$ cat src/crv_pkg.sv
// Shared types, constants and the CRC-32 byte step for the credential record validator.
package crv_pkg;

    // Record geometry and byte position counter.
    localparam int unsigned POS_W = 7;
    localparam logic [POS_W-1:0] POS_MAGIC_END = 7'd4;
    localparam logic [POS_W-1:0] POS_VER_LO    = 7'd4;
    localparam logic [POS_W-1:0] POS_VER_HI    = 7'd5;
    localparam logic [POS_W-1:0] POS_ROLE      = 7'd6;
    localparam logic [POS_W-1:0] POS_ALG       = 7'd7;
    localparam logic [POS_W-1:0] POS_GEN_LO    = 7'd8;
    localparam logic [POS_W-1:0] POS_GEN_END   = 7'd12;
    localparam logic [POS_W-1:0] POS_MINLEN_LO = 7'd12;
    localparam logic [POS_W-1:0] POS_MINLEN_HI = 7'd13;
    localparam logic [POS_W-1:0] CRC_SPAN      = 7'd76;
    localparam logic [POS_W-1:0] RECORD_LAST   = 7'd79;
    localparam logic [POS_W-1:0] RECORD_SIZE   = 7'd80;
    localparam logic [POS_W-1:0] POS_SAT       = 7'd81;

    // CRC-32, reflected form.
    localparam logic [31:0] CRC_INIT = 32'hFFFF_FFFF;
    localparam logic [31:0] CRC_POLY = 32'hEDB8_8320;

    // Value of an unprogrammed byte.
    localparam logic [7:0] ERASED_BYTE = 8'hFF;

    // Configuration port geometry.
    localparam int unsigned CFG_IDX_W  = 3;
    localparam int unsigned CFG_DATA_W = 32;

    // Configuration register indexes.
    typedef enum logic [CFG_IDX_W-1:0] {
        CFG_MAGIC   = 3'd0,
        CFG_SCHEMA  = 3'd1,
        CFG_ROLE_A  = 3'd2,
        CFG_ROLE_B  = 3'd3,
        CFG_ALG     = 3'd4,
        CFG_MIN_LEN = 3'd5,
        CFG_MAX_LEN = 3'd6
    } t_cfg_idx;

    // Result status codes, in check priority order after OK, except that LENGTH is checked before EMPTY.
    typedef enum logic [3:0] {
        ST_OK     = 4'd0,
        ST_EMPTY  = 4'd1,
        ST_LENGTH = 4'd2,
        ST_MAGIC  = 4'd3,
        ST_SCHEMA = 4'd4,
        ST_ROLE   = 4'd5,
        ST_ALG    = 4'd6,
        ST_POLICY = 4'd7,
        ST_CRC    = 4'd8
    } t_status;

    // Expected values programmed through the configuration port.
    typedef struct packed {
        logic [15:0] schema_version;
        logic [7:0]  role_a;
        logic [7:0]  role_b;
        logic [7:0]  algorithm;
        logic [15:0] min_len;
        logic [15:0] max_len;
    } t_policy;

    // Everything captured from a record, as seen at its final byte.
    typedef struct packed {
        logic        at_end;
        logic        erased;
        logic        magic_mismatch;
        logic [15:0] version;
        logic [7:0]  role;
        logic [7:0]  algorithm;
        logic [15:0] min_len;
        logic [31:0] stored_check;
        logic [31:0] crc;
    } t_record;

    // One byte of reflected CRC-32, unrolled over its eight bits.
    function automatic logic [31:0] crc_byte(input logic [31:0] crc_in, input logic [7:0] b);
        logic [31:0] c;
        c = crc_in ^ {24'd0, b};
        for (int k = 0; k < 8; k++) begin
            c = c[0] ? ((c >> 1) ^ CRC_POLY) : (c >> 1);
        end
        return c;
    endfunction

endpackage

$ cat src/crv_in_if.sv
// Byte stream channel carrying record bytes into the validator.
interface crv_in_if;
    logic       valid;
    logic       ready;
    logic [7:0] data_byte;
    logic       last_byte;

    modport source (output valid, output data_byte, output last_byte, input ready);
    modport sink   (input valid, input data_byte, input last_byte, output ready);
endinterface

$ cat src/crv_out_if.sv
// Result channel carrying one status transaction per record.
interface crv_out_if;
    logic        valid;
    logic        ready;
    logic [3:0]  status;
    logic [7:0]  role_value;
    logic [7:0]  algorithm_value;
    logic [31:0] generation_count;
    logic [15:0] min_length_value;

    modport source (output valid, output status, output role_value, output algorithm_value,
                    output generation_count, output min_length_value, input ready);
    modport sink   (input valid, input status, input role_value, input algorithm_value,
                    input generation_count, input min_length_value, output ready);
endinterface

$ cat src/crv_judge.sv
// Priority checker that turns a captured record and the policy into a status code.
module crv_judge (
    input  crv_pkg::t_record i_rec,
    input  crv_pkg::t_policy i_pol,
    output crv_pkg::t_status o_status
);
    import crv_pkg::*;

    logic role_ok;
    logic len_ok;
    logic crc_ok;

    // Individual checks.
    assign role_ok = (i_rec.role == i_pol.role_a) || (i_rec.role == i_pol.role_b);
    assign len_ok  = (i_rec.min_len >= i_pol.min_len) && (i_rec.min_len <= i_pol.max_len);
    assign crc_ok  = (i_rec.stored_check == ~i_rec.crc);

    // First failing check wins.
    always_comb begin
        if (!i_rec.at_end) begin
            o_status = ST_LENGTH;
        end else if (i_rec.erased) begin
            o_status = ST_EMPTY;
        end else if (i_rec.magic_mismatch) begin
            o_status = ST_MAGIC;
        end else if (i_rec.version != i_pol.schema_version) begin
            o_status = ST_SCHEMA;
        end else if (!role_ok) begin
            o_status = ST_ROLE;
        end else if (i_rec.algorithm != i_pol.algorithm) begin
            o_status = ST_ALG;
        end else if (!len_ok) begin
            o_status = ST_POLICY;
        end else if (!crc_ok) begin
            o_status = ST_CRC;
        end else begin
            o_status = ST_OK;
        end
    end

endmodule

$ cat src/credential_record_validator_core.sv
// The final byte passes through the input register, and its result is then loaded into the result register.
// Throughput: one byte per cycle; the byte-wide CRC step and field capture fit in one stage.
// The input register and the result register decouple the two channels; bytes keep flowing
// while a result waits, and only a final byte stalls the input until that result is taken.
// Reset clears the record state, both pipeline registers and loads the policy defaults.
module credential_record_validator_core (
    input  logic                            i_clk,
    input  logic                            i_rst_n,
    input  logic                            i_cfg_we,
    input  logic [crv_pkg::CFG_IDX_W-1:0]   i_cfg_index,
    input  logic [crv_pkg::CFG_DATA_W-1:0]  i_cfg_wdata,
    crv_in_if.sink                          i_rec,
    crv_out_if.source                       o_res
);
    import crv_pkg::*;

    // Configuration registers.
    logic [31:0] r_magic;
    t_policy     r_pol;

    // Input register.
    logic        r_s1_valid;
    logic [7:0]  r_s1_byte;
    logic        r_s1_last;

    // Record state.
    logic [POS_W-1:0] r_pos,     n_pos;
    logic [31:0]      r_crc,     n_crc;
    logic             r_erased,  n_erased;
    logic             r_mism,    n_mism;
    logic [15:0]      r_ver,     n_ver;
    logic [7:0]       r_role,    n_role;
    logic [7:0]       r_alg,     n_alg;
    logic [31:0]      r_gen,     n_gen;
    logic [15:0]      r_minlen,  n_minlen;
    logic [31:0]      r_stored,  n_stored;

    // Result register.
    logic        r_out_valid;
    t_status     r_out_status;
    logic [7:0]  r_out_role;
    logic [7:0]  r_out_alg;
    logic [31:0] r_out_gen;
    logic [15:0] r_out_minlen;

    logic    out_free;
    logic    s1_move;
    logic    s1_free;
    logic    out_load;
    t_record rec_view;
    t_status status;

    // Flow control between the two registers.
    assign out_free    = !r_out_valid || o_res.ready;
    assign s1_move     = r_s1_valid && (!r_s1_last || out_free);
    assign s1_free     = !r_s1_valid || s1_move;
    assign out_load    = s1_move && r_s1_last;
    assign i_rec.ready = s1_free;

    // Configuration writes; an index past the list is ignored.
    always_ff @(posedge i_clk) begin
        if (!i_rst_n) begin
            r_magic              <= 32'd0;
            r_pol.schema_version <= 16'd1;
            r_pol.role_a         <= 8'd0;
            r_pol.role_b         <= 8'd1;
            r_pol.algorithm      <= 8'd0;
            r_pol.min_len        <= 16'd8;
            r_pol.max_len        <= 16'd64;
        end else if (i_cfg_we) begin
            case (t_cfg_idx'(i_cfg_index))
                CFG_MAGIC:   r_magic              <= i_cfg_wdata;
                CFG_SCHEMA:  r_pol.schema_version <= i_cfg_wdata[15:0];
                CFG_ROLE_A:  r_pol.role_a         <= i_cfg_wdata[7:0];
                CFG_ROLE_B:  r_pol.role_b         <= i_cfg_wdata[7:0];
                CFG_ALG:     r_pol.algorithm      <= i_cfg_wdata[7:0];
                CFG_MIN_LEN: r_pol.min_len        <= i_cfg_wdata[15:0];
                CFG_MAX_LEN: r_pol.max_len        <= i_cfg_wdata[15:0];
                default: begin
                end
            endcase
        end
    end

    // Input register: takes a new byte whenever the stage behind it moves on.
    always_ff @(posedge i_clk) begin
        if (!i_rst_n) begin
            r_s1_valid <= 1'b0;
        end else if (s1_free) begin
            r_s1_valid <= i_rec.valid;
        end
    end

    always_ff @(posedge i_clk) begin
        if (s1_free && i_rec.valid) begin
            r_s1_byte <= i_rec.data_byte;
            r_s1_last <= i_rec.last_byte;
        end
    end

    // Absorb one byte into the record state.
    always_comb begin
        n_pos    = (r_pos < POS_SAT) ? r_pos + 7'd1 : r_pos;
        n_erased = r_erased && (r_s1_byte == ERASED_BYTE);
        n_crc    = (r_pos < CRC_SPAN) ? crc_byte(r_crc, r_s1_byte) : r_crc;
        n_mism   = r_mism;
        n_ver    = r_ver;
        n_role   = r_role;
        n_alg    = r_alg;
        n_gen    = r_gen;
        n_minlen = r_minlen;
        n_stored = r_stored;
        if (r_pos < POS_MAGIC_END) begin
            if (r_magic[r_pos[1:0]*8 +: 8] != r_s1_byte) begin
                n_mism = 1'b1;
            end
        end else if (r_pos == POS_VER_LO) begin
            n_ver[7:0] = r_s1_byte;
        end else if (r_pos == POS_VER_HI) begin
            n_ver[15:8] = r_s1_byte;
        end else if (r_pos == POS_ROLE) begin
            n_role = r_s1_byte;
        end else if (r_pos == POS_ALG) begin
            n_alg = r_s1_byte;
        end else if (r_pos >= POS_GEN_LO && r_pos < POS_GEN_END) begin
            n_gen[r_pos[1:0]*8 +: 8] = r_s1_byte;
        end else if (r_pos == POS_MINLEN_LO) begin
            n_minlen[7:0] = r_s1_byte;
        end else if (r_pos == POS_MINLEN_HI) begin
            n_minlen[15:8] = r_s1_byte;
        end else if (r_pos >= CRC_SPAN && r_pos < RECORD_SIZE) begin
            n_stored[r_pos[1:0]*8 +: 8] = r_s1_byte;
        end
    end

    // Record state: advances per byte, cleared after the final byte is judged.
    always_ff @(posedge i_clk) begin
        if (!i_rst_n || out_load) begin
            r_pos    <= '0;
            r_crc    <= CRC_INIT;
            r_erased <= 1'b1;
            r_mism   <= 1'b0;
            r_ver    <= '0;
            r_role   <= '0;
            r_alg    <= '0;
            r_gen    <= '0;
            r_minlen <= '0;
            r_stored <= '0;
        end else if (s1_move) begin
            r_pos    <= n_pos;
            r_crc    <= n_crc;
            r_erased <= n_erased;
            r_mism   <= n_mism;
            r_ver    <= n_ver;
            r_role   <= n_role;
            r_alg    <= n_alg;
            r_gen    <= n_gen;
            r_minlen <= n_minlen;
            r_stored <= n_stored;
        end
    end

    // View of the record at its final byte; the CRC span ends before the stored check.
    always_comb begin
        rec_view.at_end         = (r_pos == RECORD_LAST);
        rec_view.erased         = n_erased;
        rec_view.magic_mismatch = r_mism;
        rec_view.version        = r_ver;
        rec_view.role           = r_role;
        rec_view.algorithm      = r_alg;
        rec_view.min_len        = r_minlen;
        rec_view.stored_check   = {r_s1_byte, r_stored[23:0]};
        rec_view.crc            = r_crc;
    end

    crv_judge u_judge (
        .i_rec    (rec_view),
        .i_pol    (r_pol),
        .o_status (status)
    );

    // Result register.
    always_ff @(posedge i_clk) begin
        if (!i_rst_n) begin
            r_out_valid <= 1'b0;
        end else if (out_load) begin
            r_out_valid <= 1'b1;
        end else if (o_res.ready) begin
            r_out_valid <= 1'b0;
        end
    end

    always_ff @(posedge i_clk) begin
        if (out_load) begin
            r_out_status <= status;
            r_out_role   <= (status == ST_OK) ? r_role   : 8'd0;
            r_out_alg    <= (status == ST_OK) ? r_alg    : 8'd0;
            r_out_gen    <= (status == ST_OK) ? r_gen    : 32'd0;
            r_out_minlen <= (status == ST_OK) ? r_minlen : 16'd0;
        end
    end

    assign o_res.valid            = r_out_valid;
    assign o_res.status           = r_out_status;
    assign o_res.role_value       = r_out_role;
    assign o_res.algorithm_value  = r_out_alg;
    assign o_res.generation_count = r_out_gen;
    assign o_res.min_length_value = r_out_minlen;

    // A failed record never exposes captured fields.
    a_fail_zero: assert property (@(posedge i_clk) disable iff (!i_rst_n)
        (r_out_valid && r_out_status != ST_OK) |->
            (r_out_role == 8'd0 && r_out_alg == 8'd0 &&
             r_out_gen == 32'd0 && r_out_minlen == 16'd0))
        else $error("failed record carries captured fields");

    // Judging a record restarts the byte count for the next one.
    a_restart: assert property (@(posedge i_clk) disable iff (!i_rst_n)
        out_load |=> (r_pos == '0 && r_crc == CRC_INIT && r_erased))
        else $error("record state not cleared after final byte");

    // The byte count saturates and never runs past its ceiling.
    a_pos_sat: assert property (@(posedge i_clk) disable iff (!i_rst_n)
        r_pos <= POS_SAT)
        else $error("byte position beyond saturation");

    // A final byte never overwrites a result still waiting to be taken.
    a_no_overrun: assert property (@(posedge i_clk) disable iff (!i_rst_n)
        (r_out_valid && !o_res.ready) |-> !out_load)
        else $error("result overwritten while stalled");

endmodule

$ cat src/flat_wrapper.sv
// flat-port wrapper written by rule: the top's interface ports become plain ports
module credential_record_validator_core_flat import crv_pkg::*;
  (i_clk, i_rst_n, i_cfg_we, i_cfg_index, i_cfg_wdata, i_rec_valid, i_rec_data_byte, i_rec_last_byte, i_rec_ready, o_res_valid, o_res_status, o_res_role_value, o_res_algorithm_value, o_res_generation_count, o_res_min_length_value, o_res_ready);
  crv_in_if i_rec_i ();
  crv_out_if o_res_i ();
  input  logic i_clk;
  input  logic i_rst_n;
  input  logic i_cfg_we;
  input  logic [crv_pkg::CFG_IDX_W-1:0] i_cfg_index;
  input  logic [crv_pkg::CFG_DATA_W-1:0] i_cfg_wdata;
  input wire logic [$bits(i_rec_i.valid)-1:0] i_rec_valid;
  input wire logic [$bits(i_rec_i.data_byte)-1:0] i_rec_data_byte;
  input wire logic [$bits(i_rec_i.last_byte)-1:0] i_rec_last_byte;
  output wire logic [$bits(i_rec_i.ready)-1:0] i_rec_ready;
  output wire logic [$bits(o_res_i.valid)-1:0] o_res_valid;
  output wire logic [$bits(o_res_i.status)-1:0] o_res_status;
  output wire logic [$bits(o_res_i.role_value)-1:0] o_res_role_value;
  output wire logic [$bits(o_res_i.algorithm_value)-1:0] o_res_algorithm_value;
  output wire logic [$bits(o_res_i.generation_count)-1:0] o_res_generation_count;
  output wire logic [$bits(o_res_i.min_length_value)-1:0] o_res_min_length_value;
  input wire logic [$bits(o_res_i.ready)-1:0] o_res_ready;
  assign i_rec_i.valid = i_rec_valid;
  assign i_rec_i.data_byte = i_rec_data_byte;
  assign i_rec_i.last_byte = i_rec_last_byte;
  assign i_rec_ready = i_rec_i.ready;
  assign o_res_valid = o_res_i.valid;
  assign o_res_status = o_res_i.status;
  assign o_res_role_value = o_res_i.role_value;
  assign o_res_algorithm_value = o_res_i.algorithm_value;
  assign o_res_generation_count = o_res_i.generation_count;
  assign o_res_min_length_value = o_res_i.min_length_value;
  assign o_res_i.ready = o_res_ready;
  credential_record_validator_core u_core (.i_clk(i_clk), .i_rst_n(i_rst_n), .i_cfg_we(i_cfg_we), .i_cfg_index(i_cfg_index), .i_cfg_wdata(i_cfg_wdata), .i_rec(i_rec_i), .o_res(o_res_i));
endmodule
$ cat config.mk
export PLATFORM = sky130hd
export DESIGN_NAME = credential_record_validator_core_flat
export DESIGN_NICKNAME = d
export VERILOG_FILES = /design/src/crv_pkg.sv /design/src/crv_in_if.sv /design/src/crv_out_if.sv /design/src/crv_judge.sv /design/src/credential_record_validator_core.sv /design/src/flat_wrapper.sv
export SDC_FILE = /design/constraint.sdc
export NUM_CORES = 1
export LEC_CHECK = 0
export ABC_AREA = 1
export BUFFER_PORTS_ARGS = -buffer_cell sky130_fd_sc_hd__buf_2
export CORE_MARGIN = 3
export CORE_UTILIZATION = 55
export DETAILED_ROUTE_END_ITERATION = 8
export MAX_ROUTING_LAYER = met4
export PLACE_DENSITY_LB_ADDON = 0.25
export SETUP_SLACK_MARGIN = 0.4
export SYNTH_ARGS = -nofsm -noshare
export SYNTH_HDL_FRONTEND = slang
export SYNTH_SLANG_ARGS = --single-unit
$ cat constraint.sdc
create_clock -name i_clk -period 3 [get_ports i_clk]
set_input_delay 0.15 -clock i_clk [delete_from_list [all_inputs] [get_ports i_clk]]
set_output_delay 0.15 -clock i_clk [all_outputs]
set_load 0.01 [all_outputs]
==> out/qor.yml <==
io_pins: 119
maxSlewHeadroom_pct: 36.3
grt_usage_pct: 27.0
ctsRootBufferMaster: "clkbuf_16"
ir_drop_mv: 0.463
multi_input_area_um2: 6610
syn-num-nets: 1981
antenna_found_initial: 0
final_common_cell: "dfxtp_1"
grt_setup_unrepaired: "true"
skew_ns: 0.0166
max_cap_violations: 0
endpoint_kind: "register"
hold_path_class: "input port to register"
stdcell_area_um2: 17800
ys_warn_count: 0
layout_min_cycle_time_ns: 2.41
worst_pin_slew_ns: 0.954
place.gp.congestion: 0.952
syn_area_per_cell_um2: 8.06
power_density_nw_per_um2: 574
ant_nets: 0
ys_types: 48
synth_simple_gate_area_share_pct: 18.0
die_h_um: 173
htreeDepth: 2
initial_core_util_pct: 56.3
worstPathCellList: "inv_1, ha_1, clkinv_1, nor4_2, buf_4, o21ai_0, a21oi_1"
layout-drive-gt1-share_pct: 15.3
fin_crit_sh_pct: 80.3
row_count: 60
cts_tree: "done"
synth_xor_area_share_pct: 6.07
drtPass1Iterations: 5
crit_family: "buffers and inverters"
critPathRequiredTime_ns: 3.44
core_area_um2: 27100
synth_flop_cell: "dfxtp_1"
critPathLaunchType: "register"
synthMuxAreaShare_pct: 0
critPathArrivalTime_ns: 2.85
synth_compound_area_share_pct: 15.9
ys_ff_latch: 328
drc: 0
drt_iter0_drc: 1359
clock_latency_ns: 0.53
clock-sinks: 328
fin_nets: 2123
syn_inst: 1893
area_delta_synth_final_pct: 16.5
route.vias.total: 13000
critPathMaxStageDelay_ns: 0.46
placed_cell_area_um2: 16200
path_buf_inv: 3
diodes: 0
yosys.area_share.adder_pct: 3.20
hpwl_um: 27500
outcome: "finished, final reports clean"
crit_fanout: 16
grt_max_degree: 107
crit_type: "register to register"
post_cts_buffers: 0
grt_pass1_wl_um: 64000
hold_violations: 0
setup_tns_ns: 0
finalSetupViolCount: 0
synth_top_family_by_area: "simple AND/OR/NAND/NOR gates"
routedWlPerCell_um: 16.6
layout_common_cells: "dfxtp_1 (250), o21ai_0 (243), nand2_1 (229)"
grt_pass1_vias: 12200
drt-vias-per-instance: 5.35
yosysSeqAreaShare_pct: 48.1
max_freq_mhz: 415
slowest_stage: "ha_1"
fillerInstances: 2210
synthArstFlopShare_pct: 0
synth_edf_count: 77
clockBufferDepth: 3
dieArea_um2: 29800
cts_buffers: 36
netlist_area_um2: 15300
chipWidth_um: 173
slew_viol_final: 0
power.total_mw: 10.2
clk_pin_slew_worst_paths_ns: 0.06
wl_um: 40300
overflow: 0
power.leakage_nw: 7.35
io_buffer_count: 118
seqCellArea_um2: 7340
[stage by stage]
stage          util (%)  setup WS [ns]  hold slack (ns)  std cells
2_1_floorplan         -          0.464            0.249       1893
3_3_place_gp       59.7          0.476            0.328       2330
3_5_place_dp       59.7          0.358            0.329       2330
4_1_cts            65.5          0.506           0.0195       2434
5_1_grt            65.6          0.393           0.0451       2435
6_report           65.6          0.592           0.0319       2435
[kinds of logic (layout without fill, tap and decap cells)]
family / count (synthesis) / in the layout
and+or+nand+nor: 626 / 626
AOI/OAI and AO/OA: 470 / 470
DFF: 328 / 328
buffers and inverters: 328 / 498
xor gates and xnor gates: 102 / 102
adders and majority gates: 39 / 39
[cells in the mapped netlist, drive strengths merged, types with 16 or more instances]
| library cell | number | area share, % |
|---|---|---|
| nand2 | 237 | 6.0 |
| buf | 34 | 1.6 |
| inv | 241 | 5.9 |
| clkbuf | 51 | 1.3 |
| xnor2 | 32 | 1.9 |
| nor2 | 279 | 7.9 |
| ha | 39 | 3.2 |
| nor3 | 32 | 1.1 |
| a21oi | 202 | 6.6 |
| edfxtp | 77 | 15 |
| dfxtp | 251 | 33 |
| nand3 | 41 | 1.4 |
| xor2 | 70 | 4.1 |
| nand4 | 16 | 0.70 |
| o21ai | 245 | 8.0 |
[where the power goes]
| group | leakage (nW) | internal, mW | switching, mW | total (mW) |
|---|---|---|---|---|
| clock network | 0.572 | 2.58 | 1.74 | 4.32 |
| logic | 4.01 | 0.423 | 0.744 | 1.17 |
| registers | 2.78 | 4.63 | 0.101 | 4.73 |
[final timing paths]
check | from | end | slack (ns) | cells past startpoint
setup / recovery | u_core.r_pos[1]$_SDFFE_PP0P_ | u_core.r_minlen[4]$_SDFFE_PP0P_ | 0.59 | 7
hold / removal | i_cfg_wdata[7] | u_core.r_magic[7]$_SDFFE_PN0P_ | 0.03 | 3
setup reg to reg | u_core.r_pos[1]$_SDFFE_PP0P_ | u_core.r_minlen[4]$_SDFFE_PP0P_ | 0.59 | 7
hold reg to reg | u_core.r_pol[31]$_SDFFE_PN0P_ | u_core.r_pol[31]$_SDFFE_PN0P_ | 0.46 | 2
[worst reg2reg max path: stages (launching register included)]
cell	delay [ns]
dfxtp_2	0.39
inv_1	0.44
ha_1	0.46
clkinv_1	0.23
nor4_2	0.31
buf_4	0.25
o21ai_0	0.11
a21oi_1	0.15
[routing by layer]
metal	wire length [µm]	up-vias	global-route usage [%]	share of wire, %
li1	-	6438	-	-
met1	18300	6008	37.9	45
met2	17600	498	40.6	44
met3	2980	91	3.78	7.4
met4	1420	0	9.36	3.5
met5	0	-	-	0
[sequential cells by signal (all words and copies together) (netlist names), 16 cells and up]
signal	count
u_core.r_magic	32
u_core.o_res.min_length_value	16
u_core.r_crc	32
u_core.r_ver	16
u_core.r_gen	32
u_core.r_minlen	16
u_core.o_res.generation_count	32
u_core.r_pol	72
u_core.r_stored	24
[final cells by class]
class / count / area share [%]
sequential: 328 / 41.2
multi-input combinational: 1237 / 37.2
timing repair buffer: 189 / 7.27
clock buffer: 57 / 6.10
inverter: 243 / 5.13
tap: 372 / 2.62
clock inverter: 9 / 0.464
[repair_timing]
item / 4_1_cts / 5_1_grt
gates resized for setup: 2 / 6
setup endpoints to repair: 19 / 74
hold endpoints to repair: 42 / 0
hold buffers: 38 / 0
gates cloned: 0 / 1
(Power assumes the default switching activity.)
